**config.mk**
```make
export PLATFORM = sky130hd
export DESIGN_NAME = dpf_sqrt_cell
export DESIGN_NICKNAME = d
export VERILOG_FILES = /design/src/design/dpf_pkg.sv /design/src/design/dpf_sqrt_cell.sv
export SDC_FILE = /design/constraint.sdc
export NUM_CORES = 1
export LEC_CHECK = 0
export BUFFER_PORTS_ARGS = -buffer_cell sky130_fd_sc_hd__buf_2
export CORE_AREA = 2 2 309 311
export CTS_BUF_LIST = sky130_fd_sc_hd__clkbuf_4 sky130_fd_sc_hd__clkbuf_8
export DETAILED_ROUTE_END_ITERATION = 12
export DIE_AREA = 0 0 311 313
export GPL_TIMING_DRIVEN = 1
export PLACE_DENSITY = 0.56
export SYNTH_ARGS = -nofsm -noshare
export SYNTH_HDL_FRONTEND = slang
export SYNTH_SLANG_ARGS = --single-unit
```
**constraint.sdc**
```tcl
create_clock -name clock -period 8.9 [get_ports clock]
set_input_delay 0.445 -clock clock [delete_from_list [all_inputs] [get_ports clock]]
set_output_delay 0.445 -clock clock [all_outputs]
set_load 0.05 [all_outputs]
```
**src/design/dpf_pkg.sv**
```systemverilog
`timescale 1ns / 1ps
// dpf_pkg: widths, reset values, codes and stage payload types of the
// Doppler pitch factor pipeline. No dependencies.
package dpf_pkg;

   // field widths
   localparam int COORD_BITS      = 24;
   localparam int PITCH_FRAC_BITS = 14;
   localparam int PITCH_W         = 16;
   localparam int FACTOR_W        = 16;
   localparam int SPEED_W         = 24;
   localparam int AXES            = 3;

   // configuration port
   localparam int CSR_INDEX_W = 1;
   localparam int CSR_DATA_W  = 24;
   localparam logic [CSR_INDEX_W-1:0] CSR_DOPPLER_FACTOR = 1'b0;
   localparam logic [CSR_INDEX_W-1:0] CSR_SPEED_OF_SOUND = 1'b1;
   localparam logic [FACTOR_W-1:0] FACTOR_RESET = 16'd256;
   localparam logic [SPEED_W-1:0]  SPEED_RESET  = 24'd87808;

   // axis normalisation and square root
   localparam int DIFF_W     = COORD_BITS + 1;
   localparam int NORM_W     = 30;
   localparam int SHIFT_W    = 5;
   localparam int SQ_W       = 2 * NORM_W;
   localparam int SQRT_STEPS = 32;
   localparam int ROOT_W     = 2 * SQRT_STEPS - 1;

   // unit axis division
   localparam int LEN_W      = NORM_W + 1;
   localparam int REM_W      = LEN_W + 1;
   localparam int QU_W       = NORM_W + 1;
   localparam int UDIV_STEPS = QU_W;
   localparam int U_W        = QU_W + 1;

   // projection and ratio
   localparam int VP_W   = COORD_BITS + U_W;
   localparam int DOT_W  = VP_W + 2;
   localparam int PM_W   = DOT_W - NORM_W;
   localparam int P_W    = COORD_BITS + 2;
   localparam int C16_W  = SPEED_W + 8;
   localparam int FP_W   = FACTOR_W + P_W;
   localparam int NUM_W  = FP_W + 1;
   localparam int RREM_W = NUM_W + 1;
   localparam int RQ_W   = PITCH_FRAC_BITS + 1;
   localparam int DEN_MIN = 256;

   localparam logic [PITCH_W-1:0] PITCH_ONE = PITCH_W'(1) << PITCH_FRAC_BITS;
   localparam logic [PITCH_W-1:0] PITCH_LO  = PITCH_W'(1) << (PITCH_FRAC_BITS - 1);
   localparam logic [PITCH_W-1:0] PITCH_HI  = PITCH_W'(2) << PITCH_FRAC_BITS;

   // how the final pitch is formed
   typedef enum logic [3:0] {
      SEL_DIV = 4'b0001,
      SEL_ONE = 4'b0010,
      SEL_LO  = 4'b0100,
      SEL_HI  = 4'b1000
   } pitch_sel_type;

   typedef struct packed {
      logic [AXES-1:0][COORD_BITS-1:0] sv;
      logic [AXES-1:0][COORD_BITS-1:0] lv;
   } vel_type;

   typedef struct packed {
      logic [AXES-1:0][NORM_W-1:0] e;
      logic [AXES-1:0]             neg;
      vel_type                     vel;
      logic                        unity;
   } axis_side_type;

   typedef struct packed {
      logic [ROOT_W-1:0] x;
      logic [ROOT_W-1:0] res;
      axis_side_type     side;
   } sqrt_data_type;

   typedef struct packed {
      logic [AXES-1:0][REM_W-1:0] r;
      logic [AXES-1:0][QU_W-1:0]  q;
      logic [LEN_W-1:0]           len;
      logic [AXES-1:0]            neg;
      vel_type                    vel;
      logic                       unity;
   } udiv_data_type;

   typedef struct packed {
      logic [RREM_W-1:0] r;
      logic [RQ_W-1:0]   q;
      logic [NUM_W-1:0]  b;
      pitch_sel_type     sel;
   } rdiv_data_type;

endpackage

```
**src/design/dpf_sqrt_cell.sv**
```systemverilog
`timescale 1ns / 1ps
// dpf_sqrt_cell: one registered step of the integer square root.
// Depends on dpf_pkg.
module dpf_sqrt_cell (
   input  logic                        clock,
   input  logic                        reset,
   input  logic [dpf_pkg::ROOT_W-1:0]  step_bit,
   input  logic                        in_valid,
   output logic                        in_ready,
   input  dpf_pkg::sqrt_data_type      in_data,
   output logic                        out_valid,
   input  logic                        out_ready,
   output dpf_pkg::sqrt_data_type      out_data
);

   logic                         valid_ff;
   dpf_pkg::sqrt_data_type       data_ff;
   dpf_pkg::sqrt_data_type       data_in;
   logic [dpf_pkg::ROOT_W-1:0]   trial;
   logic                         take;

   // restoring root step for this bit position
   always_comb begin
      trial   = in_data.res + step_bit;
      take    = in_data.x >= trial;
      data_in = in_data;
      data_in.res = in_data.res >> 1;
      if (take) begin
         data_in.x   = in_data.x - trial;
         data_in.res = (in_data.res >> 1) + step_bit;
      end
   end

   assign in_ready = !valid_ff || out_ready;

   always_ff @(posedge clock) begin
      if (reset) begin
         valid_ff <= 1'b0;
      end else if (in_ready) begin
         valid_ff <= in_valid;
      end
   end

   always_ff @(posedge clock) begin
      if (in_valid && in_ready) begin
         data_ff <= data_in;
      end
   end

   assign out_valid = valid_ff;
   assign out_data  = data_ff;

endmodule

```
# == After elaboration in Yosys (flattened, before gate mapping) ==
# Index checks and enable logic that the tools add are counted.
# word_totals
register_bits,365
latchBits,0
mem_bits_rw,0
romBits,0
in_bits,431
output_inout_bits,366
word_cells,23
n_memories,0
# classes
addsub,3
n_mul,0
n_div,0
order_cmp,1
n_eq_ne,0
shift,0
mux,1
bitwise_logic,0
n_reduce_logical,3
# op_table
operator,n
126-bit 2-to-1 mux,1
62-bit by 63-bit adder with 63-bit output,1
63-bit adder,1
63-bit >= comparator,1
63-bit subtractor,1
1-bit logical AND,1
1-bit zero test,1
1-bit logical OR,1

# == Longest topological paths before layout ==
# Gate-level depths: netlist of the first run.
# depth
ltp_word,3
ltp_mapped,29
depth_no_buf,24

# == Worst setup path before layout of the first run ==
# Ideal clock, no wire load.
# synth_timing
path_kind,register to register
startpoint,"register valid_ff, in the netlist out_valid"
endpoint,"register data_ff, in the netlist out_data[0] (enable)"
setup_ps,772
arrival_ps,9256
t_required_ps,8128
slack_ps,-1128
stages_incl_launch_ff,3
path_buffers,0
synth_period_minus_slack_ps,10028
cell_sequence,dfxtp_1 -> nand2b_1 -> and2_1
# synth_via
elab_chain_len,3
# synth_lines
item,line_no,source
start: declaration,dpf_sqrt_cell.sv:16,logic valid_ff;
start signal: assignment,dpf_sqrt_cell.sv:40,valid_ff <= in_valid;
1-bit zero test,dpf_sqrt_cell.sv:34,assign in_ready = !valid_ff || out_ready;
1-bit logical OR,dpf_sqrt_cell.sv:34,
via in_ready,dpf_sqrt_cell.sv:9,"output logic in_ready,"
1-bit logical AND,dpf_sqrt_cell.sv:45,if (in_valid && in_ready) begin
end signal: assignment,dpf_sqrt_cell.sv:46,data_ff <= data_in;
end: declaration,dpf_sqrt_cell.sv:17,dpf_pkg::sqrt_data_type data_ff;
# The timed path passes the listed nets, and every way through them passes these cells.
# A chain may end at the register's enable or synchronous reset.

==> flow_summary.yaml, run 1 <==
sta:
  hold_viol_final: 0
  worst_slew_margin_rel_pct: 34.81
  setup_violations: 0
  tns_ns: 0
  fin_crit_sh_pct: 77.96
  fin_ws_ns: 1.962
  finalCriticalPeriod_ns: 6.938
  fmax_mhz: 144.1
  fin_hold_ws_ns: 0.07437
  worst-slew-pin-transition_ns: 0.9779
  slew_violations: 0
  fin_skew_ns: 0.02278
  grt_setup_unrepaired: "false"
synth:
  yosys.area.top_type: "edfxtp_1"
  ys_seq_area_share_pct: 47.02
  synth_top_area_share_pct: 46.93
  syn-num-nets: 2878
  synthTopCellsByArea: "edfxtp_1 (47%), ha_1 (10%), nand2_1 (4.3%)"
  ys_async_sr_fraction_pct: 0
  yosysWarnings: 0
  synth.cell_area_um2: 23290
  synth-edff-count: 364
  synth_commonest_cells: "edfxtp_1 (364), nand2_1 (265), o21ai_0 (194)"
  ys.flop_type: "edfxtp_1"
  synth.avg_cell_area_um2: 10.32
  yosys.cell_count.top_type: "edfxtp_1"
  syn_inst: 2257
  yosysUniqueCellTypes: 81
  ys_ff_latch: 365
worst_setup_path:
  path_max_fanout: 130
  crit_end: "out_data[242]"
  reg2reg_slack_ns: 6.10
  r2r-end: "out_data[103]"
  worst_ep_arrival_time_ns: 7.38
  crit_type: "input port to flop"
  crit_cells: 21
  slowest_delay_ns: 0.61
  path_common_cell: "o211ai_1"
  start_kind: "input port"
  path_buf_inv: 3
  path_cells: "dlygate4sd3_1 -> buf_2 -> ha_1 -> o211ai_1 -> a21oi_1 -> o21ai_0 -> a211oi_1 -> o31ai_1 -> nor4_1 -> o211ai_1 -> a21oi_1 -> o211ai_1 -> ha_1 -> and4_1 -> nand3_1 -> or4_1 -> nor4_1 -> a211oi_1 -> o31a_2 -> buf_12 -> mux2_4"
  critPathRequiredTime_ns: 9.34
  crit_path_end_kind: "flop"
  rr_worst_depth: 4
  slowest_stage: "or4_1"
  crit_family: "compound AO/OA/AOI/OAI gates"
  startpoint: "in_data[241]"
  r2r_start: "out_valid"
min_path:
  hold_class: "input port to flop"
  worstHoldStart: "in_data[360]"
clocking:
  ctsHoldBuffers: 260
  h-tree-depth: 3
  root_buffer: "clkbuf_8"
  cts_resized: 0
  clockBufferDepth: 3
  cts_setup_buffers: 0
  clk_pin_slew_ns: 0.06
  cts_num_sinks: 365
  clk_latency_ns: 0.70
  cts_tree: "yes"
  cts_buffers: 74
floorplanning:
  start_util_pct: 24.73
  die-area_um2: 97340
  num_rows: 113
  fp.dieH_um: 313
  core_area_um2: 94160
  ios: 797
  die_w_um: 311
placement:
  placedInstanceArea_um2: 28460
  placed_cells_incl_taps: 4233
  place_ws_ns: 1.426
  place_hpwl_um: 99160
  port_buffers: 796
  routabilityCongestion: 0.9740
layout:
  stdcell_count: 4633
  fin_nets: 3925
  final_util_pct: 34.51
  areaGrowthSynthToFinish_pct: 39.53
  fin_area_um2: 32500
  drive_above_1_share_pct: 28.60
global_route:
  use_met3_pct: 5.511
  antenna_found_initial: 35
  grt_usage_pct: 23.82
  first_global_vias: 21880
  busiest_layer: "met2"
  grt-ovfl-total: 0
  grt_max_degree: 157
  use_met1_pct: 27.32
  grt_pass1_wl_um: 165900
  use_met2_pct: 42.74
power_and_ir_drop:
  power.total_mw: 6.859
  p_leak_nw: 14.17
  power_density_nw_per_um2: 211.1
  ir_drop_mv: 0.08163
routing:
  vias: 22440
  drt_pass1_iterations: 6
  drc: 0
  vias_per_cell: 4.843
  drt_wl_total_um: 120600
  postRouteAntennaNets: 0
  first_iter_violations: 1522
  post_drt_wl_per_cell_um: 26.03
status:
  status: "complete, no violations"
run:
  max_cap_viol_count: 0
-- worst min path at each step --
stage / to / slack, ns / cells past startpoint
after global placement: out_valid / 0.60 / 2
after CTS: out_data[325] / 0.003 / 3
after global routing: out_data[325] / 0.05 / 3
final: out_data[360] / 0.07 / 3
after floorplan: out_valid / 0.51 / 1
after detailed placement: out_valid / 0.60 / 2
-- worst reg2reg max path: cells and delay by family (launching register included) --
family	cells	cell delay, ns
buf+inv	2	1.29
flops	1	0.31
simple gates	2	0.57
-- layer usage --
metal | vias to the layer above | part of all wire [%]
met3 | 181 | 6.3
met5 | - | 0.13
met2 | 814 | 51
met4 | 22 | 4.0
li1 | 10600 | -
met1 | 10820 | 39
-- placed cells by master (no fill, tap or decap), drive strengths merged, types with 83 or more instances in the layout --
cell         count
a21oi          193
clkbuf         100
xor2            83
o21ai          230
ha             187
xnor2           93
a21o           121
nand2          265
edfxtp         364
buf            803
dlygate4sd3    260
nor2           115
-- area by class of cell --
class / instances / area, um2
clock buffer: 100 / 1220
multi-input combinational: 1740 / 11620
tap: 1265 / 1583
timing repair buffer: 1063 / 6676
antenna: 11 / 27.53
clock inverter: 29 / 191.4
inverter: 60 / 225.2
fill: 9788 / 61670
sequential: 365 / 10950
-- cell families after synthesis --
family | count (synthesis) | synth area share, %
buffers and inverters | 152 | 3.089
muxes | 9 | 0.5372
AOI/OAI and AO/OA | 753 | 20.30
xor gates and xnor gates | 176 | 6.619
and+or+nand+nor | 612 | 12.14
DFF | 365 | 47.02
adders and majority gates | 190 | 10.30
-- power breakdown --
part           leakage [nW]  total, mW  switching [mW]  internal [mW]
sequential             3.54       2.23          0.0678           2.16
combinational          9.88       2.86            1.96          0.896
clock                 0.751       1.77           0.845          0.926
total                  14.2       6.86            2.88           3.98
-- flip-flops by register name, indices dropped and copies added, names as in the netlist --
| name | count |
|---|---|
| out_valid | 1 |
| out_data | 364 |
Note: power is estimated with default switching activity, not from simulation.
==> run 2: changes to the inputs <==
Settings changed: PLACE_DENSITY 0.56 to 0.54.
Clock period 8.9 ns to 6.5 ns, I/O delays scaled along.
==> run 2 against run 1 <==
Effect of this change:
- die area unchanged
- global-route usage grew 0.42 points
- wire length is 1.7% higher
- critical path depth increased by 3
- combinational power increased by 45%
- largest cell class unchanged
- largest power group unchanged
- final cell count up 3.5%
- register-to-register slack worse by 2.1 ns
- setup slack lost 1.5 ns
- flip-flop and latch count is the same
- sequential power increased by 37%
- via count grew 2.5%
- power up 44%
==> flow_summary.yaml, run 2 (synthesis gave the netlist of run 1 again) <==
routing:
  drt_pass1_iterations: 7
  vias_per_cell: 4.794
  postRouteAntennaNets: 0
  first_iter_violations: 1875
  vias: 23000
  drc: 0
  post_drt_wl_per_cell_um: 25.57
  drt_wl_total_um: 122700
sta:
  grt_setup_unrepaired: "false"
  fin_hold_ws_ns: 0.06653
  setup_violations: 0
  hold_viol_final: 0
  worst_slew_margin_rel_pct: 34.83
  fmax_mhz: 164.5
  fin_skew_ns: 0.02377
  fin_crit_sh_pct: 93.52
  finalCriticalPeriod_ns: 6.079
  slew_violations: 0
  worst-slew-pin-transition_ns: 0.9775
worst_setup_path:
  crit_path_end_kind: "flop"
  worst_ep_arrival_time_ns: 6.53
  crit_type: "input port to flop"
  start_kind: "input port"
  crit_family: "compound AO/OA/AOI/OAI gates"
  slowest_stage: "or4_1"
  path_cells: "dlygate4sd3_1 -> buf_2 -> ha_1 -> o21ai_0 -> o211ai_1 -> a41o_1 -> and2_1 -> o31ai_2 -> nor4_1 -> buf_4 -> o211ai_1 -> a21oi_1 -> buf_4 -> nand4_1 -> o211ai_1 -> ha_2 -> and4_1 -> nand3_1 -> or4_1 -> nor4_2 -> a211oi_1 -> o31a_2 -> buf_12 -> o21ai_0"
  path_buf_inv: 5
  slowest_delay_ns: 0.64
  path_common_cell: "o211ai_1"
  path_max_fanout: 17
  critPathRequiredTime_ns: 6.95
floorplanning:
  fp.dieH_um: 313
  core_area_um2: 94160
  ios: 797
  start_util_pct: 24.73
  num_rows: 113
  die-area_um2: 97340
  die_w_um: 311
global_route:
  grt_max_degree: 146
  grt-ovfl-total: 0
  first_global_vias: 22690
  grt_pass1_wl_um: 169100
  antenna_found_initial: 27
  grt_usage_pct: 24.24
layout:
  drive_above_1_share_pct: 28.70
  multi_input_area_um2: 11640
  final_common_cell: "buf_2"
  final_cell_mix: "buf_2 (796), edfxtp_1 (364), dlygate4sd3_1 (359), nand2_1 (265), o21ai_0 (194)"
  fin_nets: 4076
  largest_reg_flops: 364
  regArea_um2: 10950
  areaGrowthSynthToFinish_pct: 46.63
  n_fill_cell: 9604
power_and_ir_drop:
  power.switching_mw: 4.046
  sw_frac_of_total_pct: 40.96
  comb_power_share_pct: 42.1
  p_int_mw: 5.832
  p_leak_nw: 14.91
  p_seq_share_pct: 30.8
  power_density_nw_per_um2: 289.3
  clkPwrFrac_pct: 27.1
  power.total_mw: 9.878
  ir_drop_mv: 0.1432
clocking:
  cts_buffers: 75
  clk_pin_slew_ns: 0.05
  root_buffer: "clkbuf_8"
  cts_setup_buffers: 0
  h-tree-depth: 3
  clk_latency_ns: 0.71
  cts_tree: "yes"
  clockBufferDepth: 3
  cts_num_sinks: 365
run:
  max_cap_viol_count: 0
status:
  status: "complete, no violations"
min_path:
  hold_class: "input port to flop"
placement:
  place_hpwl_um: 100400
  routabilityCongestion: 0.9342
  port_buffers: 796
==> run 2: cell count changes in the layout (fill, tap and decap cells not counted), sizes merged <==
cell,change
dlygate4sd3,+99
buf,+51
clkbuf,-11
clkinv,+9
diode,+9
bufinv,+7
==> run 2: path summary, 6_finish.rpt <==
path / from / to / slack [ns] / cells past startpoint
min: in_data[290] / out_data[289] / 0.07 / 3
min reg2reg: out_valid / out_valid / 0.98 / 2
max reg2reg: out_valid / out_data[346] / 3.99 / 3
max: in_data[254] / out_data[303] / 0.42 / 24
==> run 2: area by class of cell <==
| class | count | area share, % |
|---|---|---|
| diodes | 20 | 0.1466 |
| well taps | 1265 | 4.635 |
| inverters | 60 | 0.6595 |
| multi-input cells | 1740 | 34.10 |
| flip-flops and latches | 365 | 32.07 |
| repair buffers | 1213 | 23.79 |
| clock buffers | 89 | 3.349 |
| clock inverters | 45 | 1.253 |
==> run 2: power by group through the flow <==
stage / Clock [mW] / Sequential (mW) / Combinational, mW
6_report: 2.68 / 3.05 / 4.15
5_1_grt: 2.84 / 3.07 / 4.45
4_1_cts: 2.75 / 3.05 / 4.15
3_5_place_dp: 0 / 3.09 / 3.94
3_3_place_gp: 0 / 3.09 / 3.95
2_1_floorplan: 0 / 3.96 / 1.82
==> run 2: timing repair <==
action                                 CTS  global route
hold buffers                           359             0
gates resized for setup                  0             6
setup endpoints to repair                0           126
endpoints found under the hold margin  358             0
==> run 2: stage by stage <==
stage,TNS (ns),utilization (%),area (um2),setup slack [ns],cells
2_1_floorplan,0,-,23290,0.5136,2257
3_5_place_dp,-42.58,30.71,28910,-0.3969,4284
4_1_cts,0,36.19,34080,0.02210,4777
6_report,0,36.27,34150,0.4210,4797
3_3_place_gp,-29.58,30.71,28910,-0.2798,4284
5_1_grt,0,36.24,34120,0.04349,4785
==> run 2: tightest hold or removal path, stage by stage <==
cell     delay (ns)
buf_2          0.16
nand2_1        0.07
o21ai_0        0.07
==> run 2: metal layers <==
| metal | GRT usage (%) | up-vias | routed length [um] |
|---|---|---|---|
| met2 | 42.74 | 855 | 60680 |
| met5 | 0 | - | 107 |
| met1 | 28.14 | 10990 | 48800 |
| li1 | - | 10940 | - |
| met4 | 10.02 | 16 | 5277 |
| met3 | 5.809 | 195 | 7784 |
