File: src/design/dpf_pkg.sv
`timescale 1ns / 1ps
// dpf_pkg: widths, reset values, codes and stage payload types of the
// Doppler pitch factor pipeline. No dependencies.
package dpf_pkg;

   // field widths
   localparam int COORD_BITS      = 24;
   localparam int PITCH_FRAC_BITS = 14;
   localparam int PITCH_W         = 16;
   localparam int FACTOR_W        = 16;
   localparam int SPEED_W         = 24;
   localparam int AXES            = 3;

   // configuration port
   localparam int CSR_INDEX_W = 1;
   localparam int CSR_DATA_W  = 24;
   localparam logic [CSR_INDEX_W-1:0] CSR_DOPPLER_FACTOR = 1'b0;
   localparam logic [CSR_INDEX_W-1:0] CSR_SPEED_OF_SOUND = 1'b1;
   localparam logic [FACTOR_W-1:0] FACTOR_RESET = 16'd256;
   localparam logic [SPEED_W-1:0]  SPEED_RESET  = 24'd87808;

   // axis normalisation and square root
   localparam int DIFF_W     = COORD_BITS + 1;
   localparam int NORM_W     = 30;
   localparam int SHIFT_W    = 5;
   localparam int SQ_W       = 2 * NORM_W;
   localparam int SQRT_STEPS = 32;
   localparam int ROOT_W     = 2 * SQRT_STEPS - 1;

   // unit axis division
   localparam int LEN_W      = NORM_W + 1;
   localparam int REM_W      = LEN_W + 1;
   localparam int QU_W       = NORM_W + 1;
   localparam int UDIV_STEPS = QU_W;
   localparam int U_W        = QU_W + 1;

   // projection and ratio
   localparam int VP_W   = COORD_BITS + U_W;
   localparam int DOT_W  = VP_W + 2;
   localparam int PM_W   = DOT_W - NORM_W;
   localparam int P_W    = COORD_BITS + 2;
   localparam int C16_W  = SPEED_W + 8;
   localparam int FP_W   = FACTOR_W + P_W;
   localparam int NUM_W  = FP_W + 1;
   localparam int RREM_W = NUM_W + 1;
   localparam int RQ_W   = PITCH_FRAC_BITS + 1;
   localparam int DEN_MIN = 256;

   localparam logic [PITCH_W-1:0] PITCH_ONE = PITCH_W'(1) << PITCH_FRAC_BITS;
   localparam logic [PITCH_W-1:0] PITCH_LO  = PITCH_W'(1) << (PITCH_FRAC_BITS - 1);
   localparam logic [PITCH_W-1:0] PITCH_HI  = PITCH_W'(2) << PITCH_FRAC_BITS;

   // how the final pitch is formed
   typedef enum logic [3:0] {
      SEL_DIV = 4'b0001,
      SEL_ONE = 4'b0010,
      SEL_LO  = 4'b0100,
      SEL_HI  = 4'b1000
   } pitch_sel_type;

   typedef struct packed {
      logic [AXES-1:0][COORD_BITS-1:0] sv;
      logic [AXES-1:0][COORD_BITS-1:0] lv;
   } vel_type;

   typedef struct packed {
      logic [AXES-1:0][NORM_W-1:0] e;
      logic [AXES-1:0]             neg;
      vel_type                     vel;
      logic                        unity;
   } axis_side_type;

   typedef struct packed {
      logic [ROOT_W-1:0] x;
      logic [ROOT_W-1:0] res;
      axis_side_type     side;
   } sqrt_data_type;

   typedef struct packed {
      logic [AXES-1:0][REM_W-1:0] r;
      logic [AXES-1:0][QU_W-1:0]  q;
      logic [LEN_W-1:0]           len;
      logic [AXES-1:0]            neg;
      vel_type                    vel;
      logic                       unity;
   } udiv_data_type;

   typedef struct packed {
      logic [RREM_W-1:0] r;
      logic [RQ_W-1:0]   q;
      logic [NUM_W-1:0]  b;
      pitch_sel_type     sel;
   } rdiv_data_type;

endpackage

File: src/design/dpf_rdiv_cell.sv
`timescale 1ns / 1ps
// dpf_rdiv_cell: one registered quotient bit of the pitch ratio division.
// Depends on dpf_pkg.
module dpf_rdiv_cell (
   input  logic                    clock,
   input  logic                    reset,
   input  logic                    in_valid,
   output logic                    in_ready,
   input  dpf_pkg::rdiv_data_type  in_data,
   output logic                    out_valid,
   input  logic                    out_ready,
   output dpf_pkg::rdiv_data_type  out_data
);

   logic                        valid_ff;
   dpf_pkg::rdiv_data_type      data_ff;
   dpf_pkg::rdiv_data_type      data_in;
   logic [dpf_pkg::RREM_W-1:0]  b_ext;
   logic [dpf_pkg::RREM_W-1:0]  rem;
   logic                        ge;

   // compare, subtract, then double the remainder
   always_comb begin
      data_in = in_data;
      b_ext   = dpf_pkg::RREM_W'(in_data.b);
      ge      = in_data.r >= b_ext;
      rem     = ge ? in_data.r - b_ext : in_data.r;
      data_in.r = {rem[dpf_pkg::RREM_W-2:0], 1'b0};
      data_in.q = {in_data.q[dpf_pkg::RQ_W-2:0], ge};
   end

   assign in_ready = !valid_ff || out_ready;

   always_ff @(posedge clock) begin
      if (reset) begin
         valid_ff <= 1'b0;
      end else if (in_ready) begin
         valid_ff <= in_valid;
      end
   end

   always_ff @(posedge clock) begin
      if (in_valid && in_ready) begin
         data_ff <= data_in;
      end
   end

   assign out_valid = valid_ff;
   assign out_data  = data_ff;

endmodule
File: config.mk
export PLATFORM = sky130hd
export DESIGN_NAME = dpf_rdiv_cell
export DESIGN_NICKNAME = d
export VERILOG_FILES = /design/src/design/dpf_pkg.sv /design/src/design/dpf_rdiv_cell.sv
export SDC_FILE = /design/constraint.sdc
export NUM_CORES = 1
export LEC_CHECK = 0
export BUFFER_PORTS_ARGS = -buffer_cell sky130_fd_sc_hd__buf_2
export CAP_MARGIN = 20
export CORE_ASPECT_RATIO = 1.4
export CORE_MARGIN = 2
export CORE_UTILIZATION = 55
export CTS_CLUSTER_DIAMETER = 150
export DETAILED_ROUTE_END_ITERATION = 16
export GPL_TIMING_DRIVEN = 0
export PLACE_DENSITY_LB_ADDON = 0.15
export SLEW_MARGIN = 40
export SYNTH_ARGS = -nofsm -noshare
export SYNTH_HDL_FRONTEND = slang
export SYNTH_SLANG_ARGS = --single-unit
File: constraint.sdc
create_clock -name clock -period 11.35 [get_ports clock]
set_clock_uncertainty 0.05 [all_clocks]
set_input_delay 2.27 -clock clock [delete_from_list [all_inputs] [get_ports clock]]
set_output_delay 2.27 -clock clock [all_outputs]
set_load 0.01 [all_outputs]
# ---- Word-level counts from Yosys, hierarchy flattened
# Index checks and enable logic that the tools add are counted.
dict set report classes {
  magnitude_cmp 1
  n_reduce_logical 3
  addsub 1
  mux 1
}
# operator count
set ops {}
lappend ops {{$ge 44x43->1} 1}
lappend ops {{$mux 43} 1}
lappend ops {{$sub 43x43->43} 1}
lappend ops {{$logic_and 1x1->1} 1}
lappend ops {{$logic_not 1->1} 1}
lappend ops {{$logic_or 1x1->1} 1}
dict set report totals {
  output_inout_bits 108
  input_bits 110
  reg_bits 106
}

# ---- Longest topological paths before layout
# Gate-level depths: netlist of the first run.
dict set report depth {
  ltp_word 3
  ltp_mapped 13
}

# ---- Least setup slack after synthesis of the first run
# Ideal clock, no wire load.
dict set report synth_path {
  path_kind {in2reg}
  startpoint {input port out_ready}
  endpoint {register data_ff, in the netlist out_data[0], enable pin}
  t_arrival_ns 4.912
  path_slack_ns 5.912
  setup_time_ns 0.476
  t_required_ns 10.824
  cell_stages 2
  path_cell_list {nand2b_1 -> and2_1}
}
dict set report synth_via {
  elab_chain_len 2
}
# element line
set synth_rtl {}
lappend synth_rtl {{start: declaration} dpf_rdiv_cell.sv:11} ;# input logic out_ready,
lappend synth_rtl {{$logic_or 1x1->1} dpf_rdiv_cell.sv:32} ;# assign in_ready = !valid_ff || out_ready;
lappend synth_rtl {{$logic_and 1x1->1} dpf_rdiv_cell.sv:43} ;# if (in_valid && in_ready) begin
lappend synth_rtl {{end signal: assignment} dpf_rdiv_cell.sv:44} ;# data_ff <= data_in;
lappend synth_rtl {{end: declaration} dpf_rdiv_cell.sv:16} ;# dpf_pkg::rdiv_data_type data_ff;
# Every way passes these cells.
# A chain may end at the register's enable or synchronous reset.

# ---- Final worst setup path of the first run
dict set report layout_path {
  startpoint {input port in_data[62] (netlist bit)}
  endpoint {register data_ff, in the netlist out_data[64], data pin}
}
dict set report layout_via {
  elab_chain_len 2
}
# element line
set layout_rtl {}
lappend layout_rtl {{start: declaration} dpf_rdiv_cell.sv:9} ;# input dpf_pkg::rdiv_data_type in_data,
lappend layout_rtl {{$sub 43x43->43 or $ge 44x43->1 (tied branches)} {dpf_rdiv_cell.sv:27, dpf_rdiv_cell.sv:26}}
lappend layout_rtl {{$mux 43 *} dpf_rdiv_cell.sv:27} ;# rem = ge ? in_data.r - b_ext : in_data.r;
lappend layout_rtl {{via rem (one bit)} dpf_rdiv_cell.sv:19} ;# logic [dpf_pkg::RREM_W-1:0] rem;
# The timed path passes the listed nets; every way through them passes the cells marked *.

==> flow_summary.json, run 1 <==
{
  "run_status": "finished clean",
  "critPathMaxStageDelay_ps": 580,
  "setup_viol_count_final": 0,
  "postSynthAreaPerCell_um2": 10.3,
  "cts_hold_buf": 0,
  "ys_ff_latch": 106,
  "place_congestion": 0.984,
  "internal_power_mw": 0.740,
  "numCtsBuffers": 9,
  "cp_slowest_cell": "clkbuf_1",
  "worst_pin_slew_ps": 679,
  "power.total_mw": 1.06,
  "clockBufferDepth": 2,
  "nNetsFinal": 991,
  "initialDrtViolationCount": 280,
  "grt_max_degree": 48,
  "crit_top_cell": "a21oi_1",
  "path_cells": "buf_2 > inv_1 > ha_1 > fa_1 > nand2b_1 > a21oi_1 > o31ai_1 > a21oi_1 > o21ai_1 > a21oi_2 > o32ai_4 > clkbuf_1 > o21ai_0",
  "cts-root-buf": "clkbuf_16",
  "final_core_util_pct": 70.1,
  "crit_type": "in -> reg",
  "area_growth_pct": 24.9,
  "antenna_found_initial": 0,
  "grt_pass1_vias": 5398,
  "grt_pass1_wl_um": 24800,
  "drv_cap": 0,
  "crit_required_ps": 11370,
  "yosysMostFrequentCell": "edfxtp_1",
  "ys_seq_area_share_pct": 50.4,
  "vias": 5630,
  "routed_wl_um": 16600,
  "fmax_ghz": 0.191,
  "seq_power_share_pct": 45.8,
  "die_h_um": 131,
  "dieArea_mm2": 0.0123,
  "drc_errors": 0,
  "floorplan.initialDensity_pct": 56.1,
  "synth-edff-count": 105,
  "synthArstFlopShare_pct": 0,
  "htreeDepth": 3,
  "min_period_ps": 5220,
  "cts.reportedPaths.clkPinSlew_ps": 70,
  "worst-path-max-fanout": 10,
  "coreArea_mm2": 0.0112,
  "post_route_cells_drive_above_1_share_pct": 29.5,
  "first_pass_iters": 5,
  "maxSlewViolCount": 0,
  "cts_sinks": 106,
  "arrival_ps": 5250,
  "yosys_warnings": 0,
  "grt_remaining_overflow": 0,
  "post_cts_resized": 0,
  "insertion_delay_ps": 350,
  "holdWs_ps": 509,
  "synth_area_leaders": "edfxtp_1 (50%), ha_1 (8.5%), o21ai_0 (4.4%)",
  "rows": 46,
  "syn_inst": 609,
  "port_buffers": 215,
  "cp-start-kind": "primary input",
  "synth_cell_types": 60,
  "diodes": 0,
  "p_per_area_mw_per_mm2": 134,
  "yosysTopAreaCellShare_pct": 50.1,
  "power.leakage_nw": 3.60,
  "ant_nets": 0,
  "synth_area_mm2": 0.00630,
  "wl_per_cell_um": 16.8,
  "synth_fp_nets": 763,
  "groute.usage.overall_pct": 26.0,
  "p_sw_share_pct": 30.1,
  "p_sw_mw": 0.318,
  "rsz0062_at_grt": "no",
  "cp-end-kind": "flip-flop",
  "synth_top_flop_cell": "edfxtp_1",
  "cts_setup_buffers": 0,
  "tritoncts": "built",
  "vdd_ir_drop_max_mv": 0.0767,
  "synth_common_cells": "edfxtp_1 (105), nand2_1 (64), inv_1 (57)",
  "dpl.hpwl_um": 13000,
  "clkPwrFrac_pct": 27.7,
  "comb_power_share_pct": 26.5,
  "timing.slew.headroom_pct": 54.7,
  "num_io_pins": 218,
  "fin_crit_sh_pct": 46.0,
  "setup_tns_ps": 0,
  "vias_per_cell": 5.71,
  "finalHoldViolations": 0,
  "hold_class": "reg -> reg",
  "die_w_um": 94.4,
  "yosysTopAreaCell": "edfxtp_1"
}
[cells in the final DEF, fill, tap and decap left out, drive strengths merged, types with 3 or more instances in the layout]
master  synthesis  routed
nand3          14      14
a31oi           6       6
o21bai          3       3
nor2           28      28
nor3b           3       3
mux2            3       3
edfxtp        105     105
a21oi          43      43
a21o           30      30
nand4           9       9
xnor2          16      16
o21a            6       6
o21ai          61      61
or4             3       3
and2            3       3
nor2b           4       4
ha             43      43
nor3           10      10
and3            4       4
a211oi          3       3
a311oi          5       5
o31ai           6       6
o311ai          3       3
nand2          64      64
buf             3     220
xor2           15      15
a31o            3       3
inv            57      59
clkbuf         23      34
nand2b          4       4
[state kept, by name (all words and copies together) (netlist names)]
signal     cells
out_data     105
out_valid      1
[per-stage QoR]
stage          cell area [um^2]  std cells  setup WS [ps]
2_1_floorplan              6300        609           5910
3_3_place_gp               7550        968           5120
5_1_grt                    7870        986           5980
4_1_cts                    7870        986           6150
6_report                   7870        986           6130
3_5_place_dp               7600        970           5830
[final timing paths]
check | from | endpoint | slack [ps] | depth (start not counted)
setup / recovery | in_data[62] | out_data[64]$_DFFE_PP_ | 6130 | 13
hold / removal | out_valid$_SDFFE_PP0N_ | out_valid$_SDFFE_PP0N_ | 510 | 2
setup reg to reg | out_valid$_SDFFE_PP0N_ | out_data[30]$_DFFE_PP_ | 9900 | 3
hold reg to reg | out_valid$_SDFFE_PP0N_ | out_valid$_SDFFE_PP0N_ | 510 | 2
[cell families after synthesis]
| family | Yosys count | share of synthesized area, % |
|---|---|---|
| other cells | 1 | 0.0595 |
| compound gates | 186 | 19.1 |
| fa+ha+maj | 44 | 8.86 |
| simple gates | 154 | 11.4 |
| xor+xnor | 31 | 4.31 |
| flops | 106 | 50.4 |
| mux | 4 | 0.695 |
| buf+inv | 83 | 5.17 |
[metal layers]
layer	routed length, um	vias to the layer above	global-route usage (%)
li1	-	2696	-
met1	5890	2684	26.9
met2	9230	228	51.6
met3	1150	22	4.76
met4	291	0	9.04
met5	0	-	0
[power groups by stage]
stage / sequential (mW) / clock (mW) / combinational, mW
4_1_cts: 0.485 / 0.295 / 0.278
6_report: 0.485 / 0.293 / 0.280
2_1_floorplan: 0.516 / 0 / 0.156
3_5_place_dp: 0.494 / 0 / 0.276
3_3_place_gp: 0.496 / 0 / 0.266
5_1_grt: 0.488 / 0.309 / 0.309
[final cells by class]
cell class | instances | area [um^2]
multi-input combinational | 420 | 2800
timing repair buffer | 217 | 1120
inverter | 57 | 214
clock inverter | 5 | 38.8
buffer | 26 | 111
clock buffer | 11 | 233
sequential | 106 | 3170
tap | 144 | 180
fill | 887 | 3360
[worst max-delay path: cells and delay by family]
| family | cells | cell delay, ps |
|---|---|---|
| AOI/OAI and AO/OA | 7 | 1690 |
| buffers and inverters | 3 | 740 |
| adders and majority gates | 2 | 390 |
| and+or+nand+nor | 1 | 140 |
(Power assumes the default switching activity.)
==> run 2: changes to the inputs <==
CORE_UTILIZATION = 46   (was 55)
clock period = 4.5 ns   (was 11.35 ns; I/O delays follow)
==> flow_summary.json, run 2 (synthesis gave the netlist of run 1 again) <==
{
  "place_congestion": 0.912,
  "cts_hold_buf": 0,
  "post_route_cells_drive_above_1_share_pct": 29.6,
  "num_io_pins": 218,
  "grt.met3_usage_pct": 3.39,
  "wl_per_cell_um": 16.3,
  "p_per_area_mw_per_mm2": 345,
  "grt_pass1_vias": 5366,
  "fin_crit_sh_pct": 86.7,
  "place_area_mm2": 0.00764,
  "globalRouteMet1Util_pct": 26.0,
  "post_cts_resized": 0,
  "timing.slew.headroom_pct": 55.6,
  "place_ws_ps": 235,
  "vdd_ir_drop_max_mv": 0.176,
  "cts_sinks": 106,
  "numCtsBuffers": 9,
  "drv_cap": 0,
  "diodes": 0,
  "port_buffers": 215,
  "cp-end-kind": "flip-flop",
  "min_delay_path_depth": 2,
  "fmax_ghz": 0.256,
  "power.total_mw": 2.74,
  "cts-root-buf": "clkbuf_16",
  "dieArea_mm2": 0.0147,
  "maxSlewViolCount": 0,
  "clockBufferDepth": 2,
  "die_w_um": 103,
  "vias_per_cell": 5.29,
  "worst-path-max-fanout": 10,
  "rows": 50,
  "crit_required_ps": 4550,
  "vias": 5421,
  "holdWs_ps": 487,
  "power.leakage_nw": 3.61,
  "worst_pin_slew_ps": 666,
  "grt_max_degree": 47,
  "busiest_layer": "met2",
  "dpl.hpwl_um": 13100,
  "arrival_ps": 3950,
  "floorplan.initialDensity_pct": 47.0,
  "finalHoldViolations": 0,
  "final_cell_area_mm2": 0.00795,
  "first_pass_iters": 5,
  "min_period_ps": 3900,
  "rsz0062_at_grt": "no",
  "run_status": "finished clean",
  "nNetsFinal": 991,
  "die_h_um": 142,
  "setup_slack_ps": 599,
  "groute.usage.overall_pct": 22.4,
  "drc_errors": 0,
  "htreeDepth": 3,
  "grt_util_met2_pct": 41.5,
  "cts_setup_buffers": 0,
  "largest_reg_flops": 105,
  "ant_nets": 0,
  "cts.reportedPaths.clkPinSlew_ps": 70,
  "routed_wl_um": 16700,
  "insertion_delay_ps": 340,
  "antenna_found_initial": 1,
  "layout_common_cells": "buf_2 (216), edfxtp_1 (105), nand2_1 (64), inv_1 (57), o21ai_0 (55)",
  "crit_type": "in -> reg",
  "num-fill-cells": 1243,
  "grt_pass1_wl_um": 25500,
  "mostFrequentLayoutCell": "buf_2",
  "hold_class": "reg -> reg",
  "rr_worst_depth": 4,
  "setup_viol_count_final": 0,
  "cp-start-kind": "primary input",
  "area_growth_pct": 26.2,
  "grt_remaining_overflow": 0,
  "tritoncts": "built",
  "coreArea_mm2": 0.0134,
  "initialDrtViolationCount": 244
}
==> run 2: area by class of cell <==
type | count | area, um^2 | area share, %
Clock inverter | 6 | 72.6 | 0.913
Multi-Input combinational cell | 420 | 2800 | 35.3
Inverter | 57 | 214 | 2.69
Tap cell | 182 | 228 | 2.87
Clock buffer | 10 | 229 | 2.88
Sequential cell | 106 | 3170 | 39.9
Timing Repair Buffer | 217 | 1120 | 14.0
Buffer | 26 | 111 | 1.40
==> run 2: routing by layer <==
layer  wire length (um)  vias to the layer above
met5                 11                        -
met3                849                       28
met4                323                        2
met1               6570                     2520
met2               8970                      183
li1                   -                     2688
==> run 2: path summary, 6_finish.rpt <==
path	to	from	slack (ps)
worst min-delay path	out_valid$_SDFFE_PP0N_	out_valid$_SDFFE_PP0N_	490
worst max register to register	out_data[93]$_DFFE_PP_	out_valid$_SDFFE_PP0N_	2710
worst max-delay path	out_data[70]$_DFFE_PP_	in_data[62]	600
worst min register to register	out_valid$_SDFFE_PP0N_	out_valid$_SDFFE_PP0N_	490
==> run 2: power by group <==
part	total [mW]	switching [mW]	internal [mW]	leakage, nW
sequential	1.22	0.0190	1.20	1.03
combinational	0.704	0.421	0.283	2.44
clock	0.815	0.375	0.440	0.144
==> run 2: critical path: stages <==
cell	delay [ps]
buf_2	110
inv_1	50
ha_1	170
fa_1	250
nand2b_1	170
a21oi_1	120
o31ai_1	580
a21oi_1	150
o21ai_1	290
a21oi_2	130
o32ai_4	290
buf_2	370
mux2_2	380
==> run 2: per-stage QoR <==
stage,cells,setup TNS (ps),util [%]
final,1024,0,59.3
after floorplan,609,0,-
after global routing,1024,0,59.3
after CTS,1024,0,59.3
after global placement,1006,-49220,56.8
after detailed placement,1008,0,57.1
