===== src/design/dpf_pkg.sv =====
`timescale 1ns / 1ps
// dpf_pkg: widths, reset values, codes and stage payload types of the
// Doppler pitch factor pipeline. No dependencies.
package dpf_pkg;

   // field widths
   localparam int COORD_BITS      = 24;
   localparam int PITCH_FRAC_BITS = 14;
   localparam int PITCH_W         = 16;
   localparam int FACTOR_W        = 16;
   localparam int SPEED_W         = 24;
   localparam int AXES            = 3;

   // configuration port
   localparam int CSR_INDEX_W = 1;
   localparam int CSR_DATA_W  = 24;
   localparam logic [CSR_INDEX_W-1:0] CSR_DOPPLER_FACTOR = 1'b0;
   localparam logic [CSR_INDEX_W-1:0] CSR_SPEED_OF_SOUND = 1'b1;
   localparam logic [FACTOR_W-1:0] FACTOR_RESET = 16'd256;
   localparam logic [SPEED_W-1:0]  SPEED_RESET  = 24'd87808;

   // axis normalisation and square root
   localparam int DIFF_W     = COORD_BITS + 1;
   localparam int NORM_W     = 30;
   localparam int SHIFT_W    = 5;
   localparam int SQ_W       = 2 * NORM_W;
   localparam int SQRT_STEPS = 32;
   localparam int ROOT_W     = 2 * SQRT_STEPS - 1;

   // unit axis division
   localparam int LEN_W      = NORM_W + 1;
   localparam int REM_W      = LEN_W + 1;
   localparam int QU_W       = NORM_W + 1;
   localparam int UDIV_STEPS = QU_W;
   localparam int U_W        = QU_W + 1;

   // projection and ratio
   localparam int VP_W   = COORD_BITS + U_W;
   localparam int DOT_W  = VP_W + 2;
   localparam int PM_W   = DOT_W - NORM_W;
   localparam int P_W    = COORD_BITS + 2;
   localparam int C16_W  = SPEED_W + 8;
   localparam int FP_W   = FACTOR_W + P_W;
   localparam int NUM_W  = FP_W + 1;
   localparam int RREM_W = NUM_W + 1;
   localparam int RQ_W   = PITCH_FRAC_BITS + 1;
   localparam int DEN_MIN = 256;

   localparam logic [PITCH_W-1:0] PITCH_ONE = PITCH_W'(1) << PITCH_FRAC_BITS;
   localparam logic [PITCH_W-1:0] PITCH_LO  = PITCH_W'(1) << (PITCH_FRAC_BITS - 1);
   localparam logic [PITCH_W-1:0] PITCH_HI  = PITCH_W'(2) << PITCH_FRAC_BITS;

   // how the final pitch is formed
   typedef enum logic [3:0] {
      SEL_DIV = 4'b0001,
      SEL_ONE = 4'b0010,
      SEL_LO  = 4'b0100,
      SEL_HI  = 4'b1000
   } pitch_sel_type;

   typedef struct packed {
      logic [AXES-1:0][COORD_BITS-1:0] sv;
      logic [AXES-1:0][COORD_BITS-1:0] lv;
   } vel_type;

   typedef struct packed {
      logic [AXES-1:0][NORM_W-1:0] e;
      logic [AXES-1:0]             neg;
      vel_type                     vel;
      logic                        unity;
   } axis_side_type;

   typedef struct packed {
      logic [ROOT_W-1:0] x;
      logic [ROOT_W-1:0] res;
      axis_side_type     side;
   } sqrt_data_type;

   typedef struct packed {
      logic [AXES-1:0][REM_W-1:0] r;
      logic [AXES-1:0][QU_W-1:0]  q;
      logic [LEN_W-1:0]           len;
      logic [AXES-1:0]            neg;
      vel_type                    vel;
      logic                       unity;
   } udiv_data_type;

   typedef struct packed {
      logic [RREM_W-1:0] r;
      logic [RQ_W-1:0]   q;
      logic [NUM_W-1:0]  b;
      pitch_sel_type     sel;
   } rdiv_data_type;

endpackage


===== src/design/dpf_udiv_cell.sv =====
`timescale 1ns / 1ps
// dpf_udiv_cell: one registered quotient bit for all three unit axis lanes.
// Depends on dpf_pkg.
module dpf_udiv_cell (
   input  logic                    clock,
   input  logic                    reset,
   input  logic                    in_valid,
   output logic                    in_ready,
   input  dpf_pkg::udiv_data_type  in_data,
   output logic                    out_valid,
   input  logic                    out_ready,
   output dpf_pkg::udiv_data_type  out_data
);

   logic                       valid_ff;
   dpf_pkg::udiv_data_type     data_ff;
   dpf_pkg::udiv_data_type     data_in;
   logic [dpf_pkg::REM_W-1:0]  len_ext;
   logic [dpf_pkg::REM_W-1:0]  rem;
   logic                       ge;

   // compare, subtract, then double the remainder
   always_comb begin
      data_in = in_data;
      len_ext = dpf_pkg::REM_W'(in_data.len);
      rem     = '0;
      ge      = 1'b0;
      for (int i = 0; i < dpf_pkg::AXES; i++) begin
         ge  = in_data.r[i] >= len_ext;
         rem = ge ? in_data.r[i] - len_ext : in_data.r[i];
         data_in.r[i] = {rem[dpf_pkg::REM_W-2:0], 1'b0};
         data_in.q[i] = {in_data.q[i][dpf_pkg::QU_W-2:0], ge};
      end
   end

   assign in_ready = !valid_ff || out_ready;

   always_ff @(posedge clock) begin
      if (reset) begin
         valid_ff <= 1'b0;
      end else if (in_ready) begin
         valid_ff <= in_valid;
      end
   end

   always_ff @(posedge clock) begin
      if (in_valid && in_ready) begin
         data_ff <= data_in;
      end
   end

   assign out_valid = valid_ff;
   assign out_data  = data_ff;

endmodule


===== config.mk =====
export PLATFORM = sky130hd
export DESIGN_NAME = dpf_udiv_cell
export DESIGN_NICKNAME = d
export VERILOG_FILES = /design/src/design/dpf_pkg.sv /design/src/design/dpf_udiv_cell.sv
export SDC_FILE = /design/constraint.sdc
export NUM_CORES = 1
export LEC_CHECK = 0
export BUFFER_PORTS_ARGS = -buffer_cell sky130_fd_sc_hd__buf_2
export CAP_MARGIN = 10
export CORE_AREA = 2 2 288 290
export DETAILED_ROUTE_END_ITERATION = 10
export DIE_AREA = 0 0 290 292
export PLACE_DENSITY_LB_ADDON = 0.25
export SLEW_MARGIN = 10
export SYNTH_ARGS = -nofsm -noshare
export SYNTH_HDL_FRONTEND = slang
export SYNTH_SLANG_ARGS = --single-unit

===== constraint.sdc =====
create_clock -name clock -period 13.15 [get_ports clock]
set_clock_uncertainty 0.1 [all_clocks]
set_input_delay 1.9725 -clock clock [delete_from_list [all_inputs] [get_ports clock]]
set_output_delay 1.9725 -clock clock [all_outputs]
set_load 0.02 [all_outputs]

-- Yosys cells after proc, flatten, opt, wreduce, memory -nomap -nowiden
Cells that the tools add are included.
- bits in registers: 366
- bits of input ports: 372
- output and inout port bits: 370
- word-level logic and storage cells: 28
- add/sub/neg operators: 3
- $lt $le $gt $ge: 3
- multiplexer cells: 3
- reductions and logical operators: 3
- operator list (operator ; count):
    32-bit by 31-bit greater-or-equal comparator with 1-bit output ; 3
    31-bit two-way mux ; 3
    31-bit subtractor ; 3
    1-bit logical AND ; 1
    1-bit zero test ; 1
    1-bit logical OR ; 1

-- Logic depth before layout (Yosys ltp)
Gate-level depths: netlist of the first run.
- depth in word-level cells: 3
- gate-level depth with buffers: 15
- mapped depth without buffers: 13

-- Worst setup path before layout of the first run
Ideal clock, no wire load.
- path kind: input to register
- from: input port out_ready
- to: register data_ff, in the netlist out_data[0], enable pin
- library setup time: 0.773 ns
- arrival time: 10.527 ns
- required time: 12.277 ns
- setup slack: 1.750 ns
- cell stages on the path: 2
- path buffers: 0
- path through: nand2b_1 > and2_1
- longest elaborated chain between the ends: 2
- ends and longest elaborated chain (what ; RTL line ; text):
    start: declaration ; dpf_udiv_cell.sv:11 ; input logic out_ready,
    1-bit logical OR ; dpf_udiv_cell.sv:36 ; assign in_ready = !valid_ff || out_ready;
    1-bit logical AND ; dpf_udiv_cell.sv:47 ; if (in_valid && in_ready) begin
    end signal: assignment ; dpf_udiv_cell.sv:48 ; data_ff <= data_in;
    end: declaration ; dpf_udiv_cell.sv:16 ; dpf_pkg::udiv_data_type data_ff;
Every way passes these cells.
A chain may end at the register's enable or synchronous reset.

==> run_results.csv, run 1 <==
group,metric,value,unit
drt,ant_nets,0,
clocking,numCtsBuffers,47,
worst_setup_path,slowest_stage,"o21ai_4",
placed_design,place_area,0.0218,mm^2
clocking,cts_buffer_depth,3,
drt,drt_iter0_markers,971,
clocking,cts_resized,0,
grt,grt_pass1_vias,14300,
logic_synthesis,async_reset_ff_frac,0,
layout,final_common_cell,"buf_2",
grt,grt_usage,0.187,
logic_synthesis,synth_area,0.0169,mm^2
floorplan,die_height,292,um
placed_design,place_congestion,0.888,
clocking,cts_setup_buffers,0,
layout,nNetsFinal,2499,
clocking,clock_sink_count,366,
worst_setup_path,reg2reg_depth,3,
sta,hold_viol,0,
power_and_ir_drop,p_leak,9.96,nW
grt,grtUsageMet1,0.192,
sta,period_needed,5.54,ns
drt,vias,13900,
sta,period_share,0.421,
grt,overflow,0,
worst_setup_path,critPathMaxStageDelay,0.60,ns
power_and_ir_drop,ir_drop,0.0000843,V
drt,wl_per_cell,26.0,um
floorplan,dieArea,0.0847,mm^2
floorplan,fp-row-count,105,
grt,use_met3,0.0689,
power_and_ir_drop,p_per_area,144,mW/mm^2
sta,drv_slew,0,
worst_setup_path,worstPathArrival,5.78,ns
worst_setup_path,crit_top_cell,"inv_1",
floorplan,coreArea,0.0816,mm^2
drt,route.detailed.drc,0,
worst_hold_path,hp-class,"flip-flop to flip-flop",
worst_setup_path,path_cells,"buf_2, inv_1, ha_1, nor2b_1, o21ai_1, a21boi_1, o41ai_1, o211a_1, a21o_1, a21oi_1, o21ai_4, buf_4, inv_1, mux2_2",
drt,firstDrtPassIters,7,
logic_synthesis,synth-main-ff-cell,"edfxtp_1",
logic_synthesis,synth_warnings,0,
sta,setup_viol,0,
sta,fmax,181,MHz
sta,relSlewSlack,0.322,
worst_setup_path,path_max_fanout,31,
clocking,clk-insertion-delay-late,0.59,ns
grt,grt_max_degree,171,
layout,layout_common_cells,"buf_2 (735), edfxtp_1 (365), nand2_1 (141), o21ai_0 (125), ha_1 (93)",
placed_design,numPortBuffers,735,
clocking,clockRootBuffer,"clkbuf_16",
flow_run,cap_violations,0,
clocking,cts_tree,"yes",
power_and_ir_drop,total_power,0.00338,W
worst_hold_path,hold_depth,2,
worst_setup_path,criticalPathCategory,"input pin to flip-flop",
drt,routed_wl,82100,um
grt,grt-busiest-layer,"met2",
sta,fin_tns_setup,0,ns
clocking,cts_max_level,2,
logic_synthesis,synth-seq-cells,366,
grt,met2_usage,0.357,
layout,finish.instance_area,0.0234,mm^2
worst_setup_path,regToRegSetupSlack,10.47,ns
logic_synthesis,yosysSeqAreaShare,0.648,
logic_synthesis,synth.avg_cell_area,13.2,um^2
clocking,ctsHoldBuffers,0,
placed_design,place_hpwl,68000,um
drt,vias_per_cell,4.39,
sta,rsz0062_at_grt,"false",
logic_synthesis,synthCells,1285,
floorplan,floorplan.initialDensity,0.208,
layout,area_growth,38.1,%
worst_setup_path,cp-end-kind,"flip-flop",
layout,drive_gt1_frac,0.404,
sta,worst_pin_slew,1.02,ns
worst_setup_path,cp-start-kind,"input pin",
grt,grt_first_pass_wirelength,112000,um
logic_synthesis,ys_types,75,
grt,antenna_found_initial,60,
run_status,status,"finished clean",
floorplan,io_pins,742,
floorplan,dieWidth,290,um
clocking,cts.clk_slew.worst_paths,0.06,ns
worst_setup_path,required,13.39,ns
logic_synthesis,synth-edff-count,365,
-- state kept, by name, indices dropped and copies added, names as in the netlist --
name,flops
out_data,365
out_valid,1
-- synth_stat cells, types with 10 or more instances --
cell	n	area [um^2]
o21ai_0	125	626
a21o_1	54	405
xor2_1	41	359
nand4_1	17	106
ha_1	93	1160
edfxtp_1	365	11000
nand2b_1	12	75.1
inv_1	52	195
o21bai_1	10	75.1
clkbuf_1	27	101
nand2_1	141	529
nor2b_1	13	81.3
xnor2_1	36	315
o21a_1	11	82.6
nand3_1	24	120
nor2_1	38	143
a21oi_1	78	390
nor3_1	10	50.1
-- power by group --
part | switching (W) | leakage [nW] | internal [W]
Sequential | 0.0000251 | 3.55 | 0.00140
Clock | 0.000542 | 0.732 | 0.000750
Combinational | 0.000438 | 5.68 | 0.000224
-- cell type report --
class	count	area (um^2)
well taps	1070	1340
inverters	53	199
fillers	8554	58200
multi-input cells	823	5580
clock inverters	31	302
flip-flops and latches	366	11000
clock buffers	54	1220
repair buffers	740	3740
diodes	16	40.0
-- path summary, 6_finish.rpt --
path / endpoint / from
max: out_data[309] / in_data[150]
min: out_valid / out_valid
max reg2reg: out_data[244] / out_valid
min reg2reg: out_valid / out_valid
-- critical path: cells and delay by family --
kind	cells	cell delay (ns)
and+or+nand+nor	1	0.15
buffers and inverters	4	0.89
muxes	1	0.30
adders and majority gates	1	0.31
AOI/OAI and AO/OA	7	2.13
-- metrics by stage --
stage               cells  worst slack, ns  hold WS [ns]   util
finish               3153             7.61         0.554  0.287
global route         3141             7.31         0.559  0.286
CTS                  3137             7.66         0.541  0.286
detailed placement   3052             7.00         0.532  0.268
global placement     3052             7.02         0.529  0.268
floorplan            1287             1.75         0.629      -
-- layer usage --
| metal | up-vias | share of wire |
|---|---|---|
| met5 | - | 0.0035 |
| met4 | 48 | 0.023 |
| met3 | 137 | 0.088 |
| met2 | 519 | 0.53 |
| met1 | 6793 | 0.35 |
| li1 | 6355 | - |
-- logic make-up after synthesis --
group                      after synthesis  share of synthesized area
AOI/OAI and AO/OA                      354                      0.132
xor gates and xnor gates                77                     0.0398
adders and majority gates               96                     0.0722
buffers and inverters                   98                     0.0240
DFF                                    366                      0.648
muxes                                    7                    0.00450
other                                    1                   0.000221
and+or+nand+nor                        286                     0.0792
Power figures use the tool's default switching activity.
==> run 2: changes to the inputs <==
- clock period: 13.15 -> 5.25 ns (I/O delays scaled with it)
==> run_results.csv, run 2 (synthesis gave the netlist of run 1 again) <==
group,metric,value,unit
run_status,status,"finished clean",
drt,vias,13800,
worst_setup_path,critPathTopFamily,"compound AO/OA/AOI/OAI gates",
floorplan,dieArea,0.0847,mm^2
worst_setup_path,required,5.52,ns
sta,finalWorstSetupSlack,1.34,ns
layout,largest_reg_flops,365,
clocking,clock_sink_count,366,
clocking,clk-insertion-delay-late,0.59,ns
sta,fin_tns_setup,0,ns
power_and_ir_drop,p_leak,10.0,nW
grt,antenna_found_initial,44,
clocking,ctsHoldBuffers,0,
sta,worst_pin_slew,0.902,ns
worst_setup_path,path_cells,"buf_2, ha_1, fa_1, nor2b_1, o31ai_2, a31oi_1, o41ai_2, buf_4, o21ai_0, a21oi_1, o21ai_0, xnor2_1, o21ai_0",
power_and_ir_drop,p_per_area,363,mW/mm^2
sta,hold_viol,0,
layout,fin_cells,3148,
placed_design,place_congestion,0.906,
grt,grt_max_degree,85,
layout,nNetsFinal,2506,
sta,period_needed,3.91,ns
sta,relSlewSlack,0.399,
clocking,cts.clk_slew.worst_paths,0.06,ns
clocking,cts_resized,0,
worst_setup_path,crit_top_cell,"o21ai_0",
worst_setup_path,cp-end-kind,"flip-flop",
drt,wl_per_cell,25.5,um
grt,grt_first_pass_wirelength,109000,um
grt,overflow,0,
clocking,cts_tree,"yes",
clocking,cts_setup_buffers,0,
grt,grt_pass1_vias,13900,
worst_setup_path,criticalPathCategory,"input pin to flip-flop",
layout,finish.instance_area,0.0235,mm^2
worst_setup_path,cp_num_buf_inv,2,
placed_design,numPortBuffers,735,
drt,drt_iter0_markers,854,
clocking,numCtsBuffers,45,
placed_design,place_hpwl,66300,um
drt,ant_nets,0,
floorplan,die_height,292,um
flow_run,cap_violations,0,
sta,setup_viol,0,
power_and_ir_drop,ir_drop,0.000207,V
drt,route.detailed.drc,0,
floorplan,coreArea,0.0816,mm^2
placed_design,dpl.cell_count,3061,
floorplan,io_pins,742,
sta,fmax,256,MHz
drt,vias_per_cell,4.39,
worst_setup_path,path_max_fanout,4,
drt,firstDrtPassIters,5,
clocking,cts_max_level,2,
clocking,cts_buffer_depth,3,
layout,layout_common_cells,"buf_2 (735), edfxtp_1 (365), nand2_1 (141), o21ai_0 (125), ha_1 (93)",
worst_setup_path,slowest_stage,"o21ai_0",
worst_hold_path,hp-class,"input pin to flip-flop",
floorplan,dieWidth,290,um
layout,final_common_cell,"buf_2",
worst_setup_path,cp-start-kind,"input pin",
worst_setup_path,critPathMaxStageDelay,0.65,ns
placed_design,dp_worst_setup_slack,0.765,ns
sta,period_share,0.744,
floorplan,floorplan.initialDensity,0.208,
layout,area_growth,38.7,%
floorplan,fp-row-count,105,
drt,routed_wl,80300,um
sta,rsz0062_at_grt,"false",
sta,drv_slew,0,
layout,drive_gt1_frac,0.410,
placed_design,place_area,0.0220,mm^2
clocking,clockRootBuffer,"clkbuf_16",
worst_setup_path,worstPathArrival,4.18,ns
grt,grt_usage,0.181,
==> run 2: layer usage <==
| layer | vias to the layer above | global-route usage | share of wire |
|---|---|---|---|
| met5 | - | 0 | 0.0032 |
| met4 | 42 | 0.0465 | 0.025 |
| met3 | 143 | 0.0626 | 0.077 |
| met2 | 522 | 0.343 | 0.53 |
| met1 | 6752 | 0.190 | 0.36 |
| li1 | 6349 | - | - |
==> run 2: cell type report <==
cell class,count,area [um^2]
inverter,53,199
clock buffer,48,1140
multi-input combinational,823,5580
timing repair buffer,749,3870
tap,1070,1340
clock inverter,35,394
antenna,4,10.0
sequential,366,11000
fill,8490,58100
==> run 2: through the flow <==
stage                     total power, W  utilization  hold slack [ns]
after floorplan                  0.00461            -            0.637
after global placement           0.00532        0.269            0.512
after detailed placement         0.00532        0.269            0.538
after CTS                        0.00868        0.288            0.212
after global routing             0.00891        0.288            0.209
final                            0.00853        0.288            0.252
==> run 2: worst register-to-register path, delay by kind of cell, from the launching register on <==
kind / cells / cell delay [ns]
AND/OR/NAND/NOR: 2 / 0.99
buffers and inverters: 1 / 0.46
flip-flops: 1 / 0.31
==> run 2: final timing paths <==
path	from	to	slack, ns	cells past startpoint
min reg2reg	out_valid	out_valid	0.58	2
max	in_data[148]	out_data[295]	1.34	13
max reg2reg	out_valid	out_data[120]	2.87	3
min	reset	out_valid	0.25	2
==> run 2: power by group <==
group	total, W	internal (W)	leakage [nW]	switching [W]
sequential	0.00357	0.00351	3.55	0.0000614
combinational	0.00168	0.000575	5.74	0.00110
clock	0.00329	0.00189	0.730	0.00140
==> run 3: changes to the inputs <==
- clock period: 5.25 -> 3.2 ns (I/O delays scaled with it)
==> run_results.csv, run 3 (synthesis gave the netlist of run 1 again) <==
group,metric,value,unit
sta,period_share,0.962,
layout,final-seq-area,0.0110,mm^2
power_and_ir_drop,seq_power_share,0.396,
worst_setup_path,regToRegSetupSlack,1.41,ns
layout,nNetsFinal,3035,
clocking,clock_sink_count,366,
drt,met2WireLength,41900,um
drt,routed.top_layer,"met5",
floorplan,dieArea,0.0847,mm^2
power_and_ir_drop,p_per_area,525,mW/mm^2
worst_setup_path,criticalPathCategory,"input pin to flip-flop",
power_and_ir_drop,ir_drop,0.000365,V
grt,grt_max_degree,89,
layout,final_util,0.347,
flow_run,cap_violations,0,
worst_setup_path,cp-end-kind,"flip-flop",
power_and_ir_drop,pwr-share-clk,0.371,
worst_setup_path,required,3.49,ns
floorplan,die_height,292,um
placed_design,place_congestion,0.885,
power_and_ir_drop,p_leak,12.5,nW
worst_hold_path,hp-class,"input pin to flip-flop",
sta,period_needed,3.08,ns
sta,hold_viol,0,
placed_design,place_area,0.0240,mm^2
placed_design,dpl.cell_count,3330,
floorplan,coreArea,0.0816,mm^2
clocking,clockRootBuffer,"clkbuf_16",
placed_design,place_hpwl,69100,um
drt,firstDrtPassIters,5,
drt,route.detailed.drc,0,
layout,multiInputGateArea,0.00568,mm^2
grt,grt_pass1_vias,16500,
worst_setup_path,worstPathArrival,3.37,ns
grt,overflow,0,
layout,drive_gt1_frac,0.436,
drt,routed_wl,84800,um
sta,setup_viol,0,
placed_design,numPortBuffers,735,
clocking,numCtsBuffers,46,
power_and_ir_drop,switchingPower,0.00436,W
worst_setup_path,cp-start-kind,"input pin",
sta,drv_slew,0,
layout,layout_common_cells,"buf_2 (735), edfxtp_1 (365), buf_4 (274), dlygate4sd3_1 (259), nand2_1 (141)",
floorplan,io_pins,742,
placed_design,dp_worst_setup_slack,-0.692,ns
sta,worst_pin_slew,0.563,ns
drt,ant_nets,0,
power_and_ir_drop,power.internal,0.0105,W
drt,route.met3.wl,6390,um
clocking,cts_buffer_depth,3,
layout,final_common_cell,"buf_2",
sta,finalWorstSetupSlack,0.120,ns
grt,antenna_found_initial,34,
power_and_ir_drop,p_sw_frac,0.293,
floorplan,floorplan.initialDensity,0.208,
layout,fill_cells,8222,
drt,vias_per_cell,4.24,
drt,m1WireLength,31700,um
drt,vias,15600,
layout,area_growth,67.0,%
clocking,clk-insertion-delay-late,0.59,ns
clocking,cts_max_level,2,
drt,wl_per_cell,23.0,um
floorplan,dieWidth,290,um
clocking,cts.clk_slew.worst_paths,0.06,ns
grt,grt_usage,0.193,
clocking,cts_tree,"yes",
layout,largest_reg_flops,365,
drt,drt_iter0_markers,699,
layout,fin_cells,3687,
sta,relSlewSlack,0.625,
worst_setup_path,path_max_fanout,17,
layout,finish.instance_area,0.0283,mm^2
sta,fmax,325,MHz
power_and_ir_drop,comb_power_share,0.233,
floorplan,fp-row-count,105,
sta,holdWs,0.0354,ns
grt,grt_first_pass_wirelength,117000,um
run_status,status,"finished clean",
## run 3: area by class of cell
class	instances	area share
flip-flops and latches	366	0.388
inverters	53	0.00730
diodes	13	0.00115
multi-input cells	823	0.201
well taps	1070	0.0473
clock buffers	55	0.0419
clock inverters	30	0.0136
repair buffers	1277	0.300
## run 3: path summary, 6_finish.rpt
| check | depth (start not counted) | to | startpoint |
|---|---|---|---|
| hold reg to reg | 2 | out_valid | out_valid |
| setup reg to reg | 3 | out_data[250] | out_valid |
| setup / recovery | 13 | out_data[348] | in_data[168] |
| hold / removal | 1 | out_data[41] | in_data[41] |
## run 3: metrics by stage
stage          TNS (ns)  power (W)
6_report              0     0.0148
2_1_floorplan   -196.94    0.00757
5_1_grt        -0.00604     0.0155
3_3_place_gp     -48.49    0.00918
4_1_cts               0     0.0151
3_5_place_dp     -49.32    0.00918
## run 3: repair_timing
item                                    in CTS  in global routing
pin swaps                                    0                  2
endpoints found under the setup margin       7                 49
resized for setup                            3                 18
endpoints found under the hold margin      259                  0
setup buffers                                0                  0
hold buffers                               259                  0
## run 3: metal layers
| layer | track usage | up-vias |
|---|---|---|
| met3 | 0.0630 | 176 |
| met4 | 0.0903 | 32 |
| met5 | 0 | - |
| li1 | - | 7423 |
| met1 | 0.206 | 7447 |
| met2 | 0.342 | 553 |
## run 3: power groups by stage
stage                     sequential (W)  combinational (W)  clock (W)
after global placement           0.00599            0.00319          0
after global routing             0.00591            0.00375    0.00585
after floorplan                  0.00645            0.00112          0
after CTS                        0.00589            0.00351    0.00568
after detailed placement         0.00598            0.00320          0
final                            0.00588            0.00346    0.00550
## run 3: critical path: stages
cell and delay, ns:
dlygate4sd3_1 0.52, buf_2 0.13, clkinvlp_4 0.17, ha_1 0.36, nand3_1 0.16, nor4_4 0.30, buf_4 0.17, o2111ai_2 0.14
a21oi_2 0.24, nor2_4 0.07, buf_12 0.15, buf_4 0.15, o41ai_2 0.32
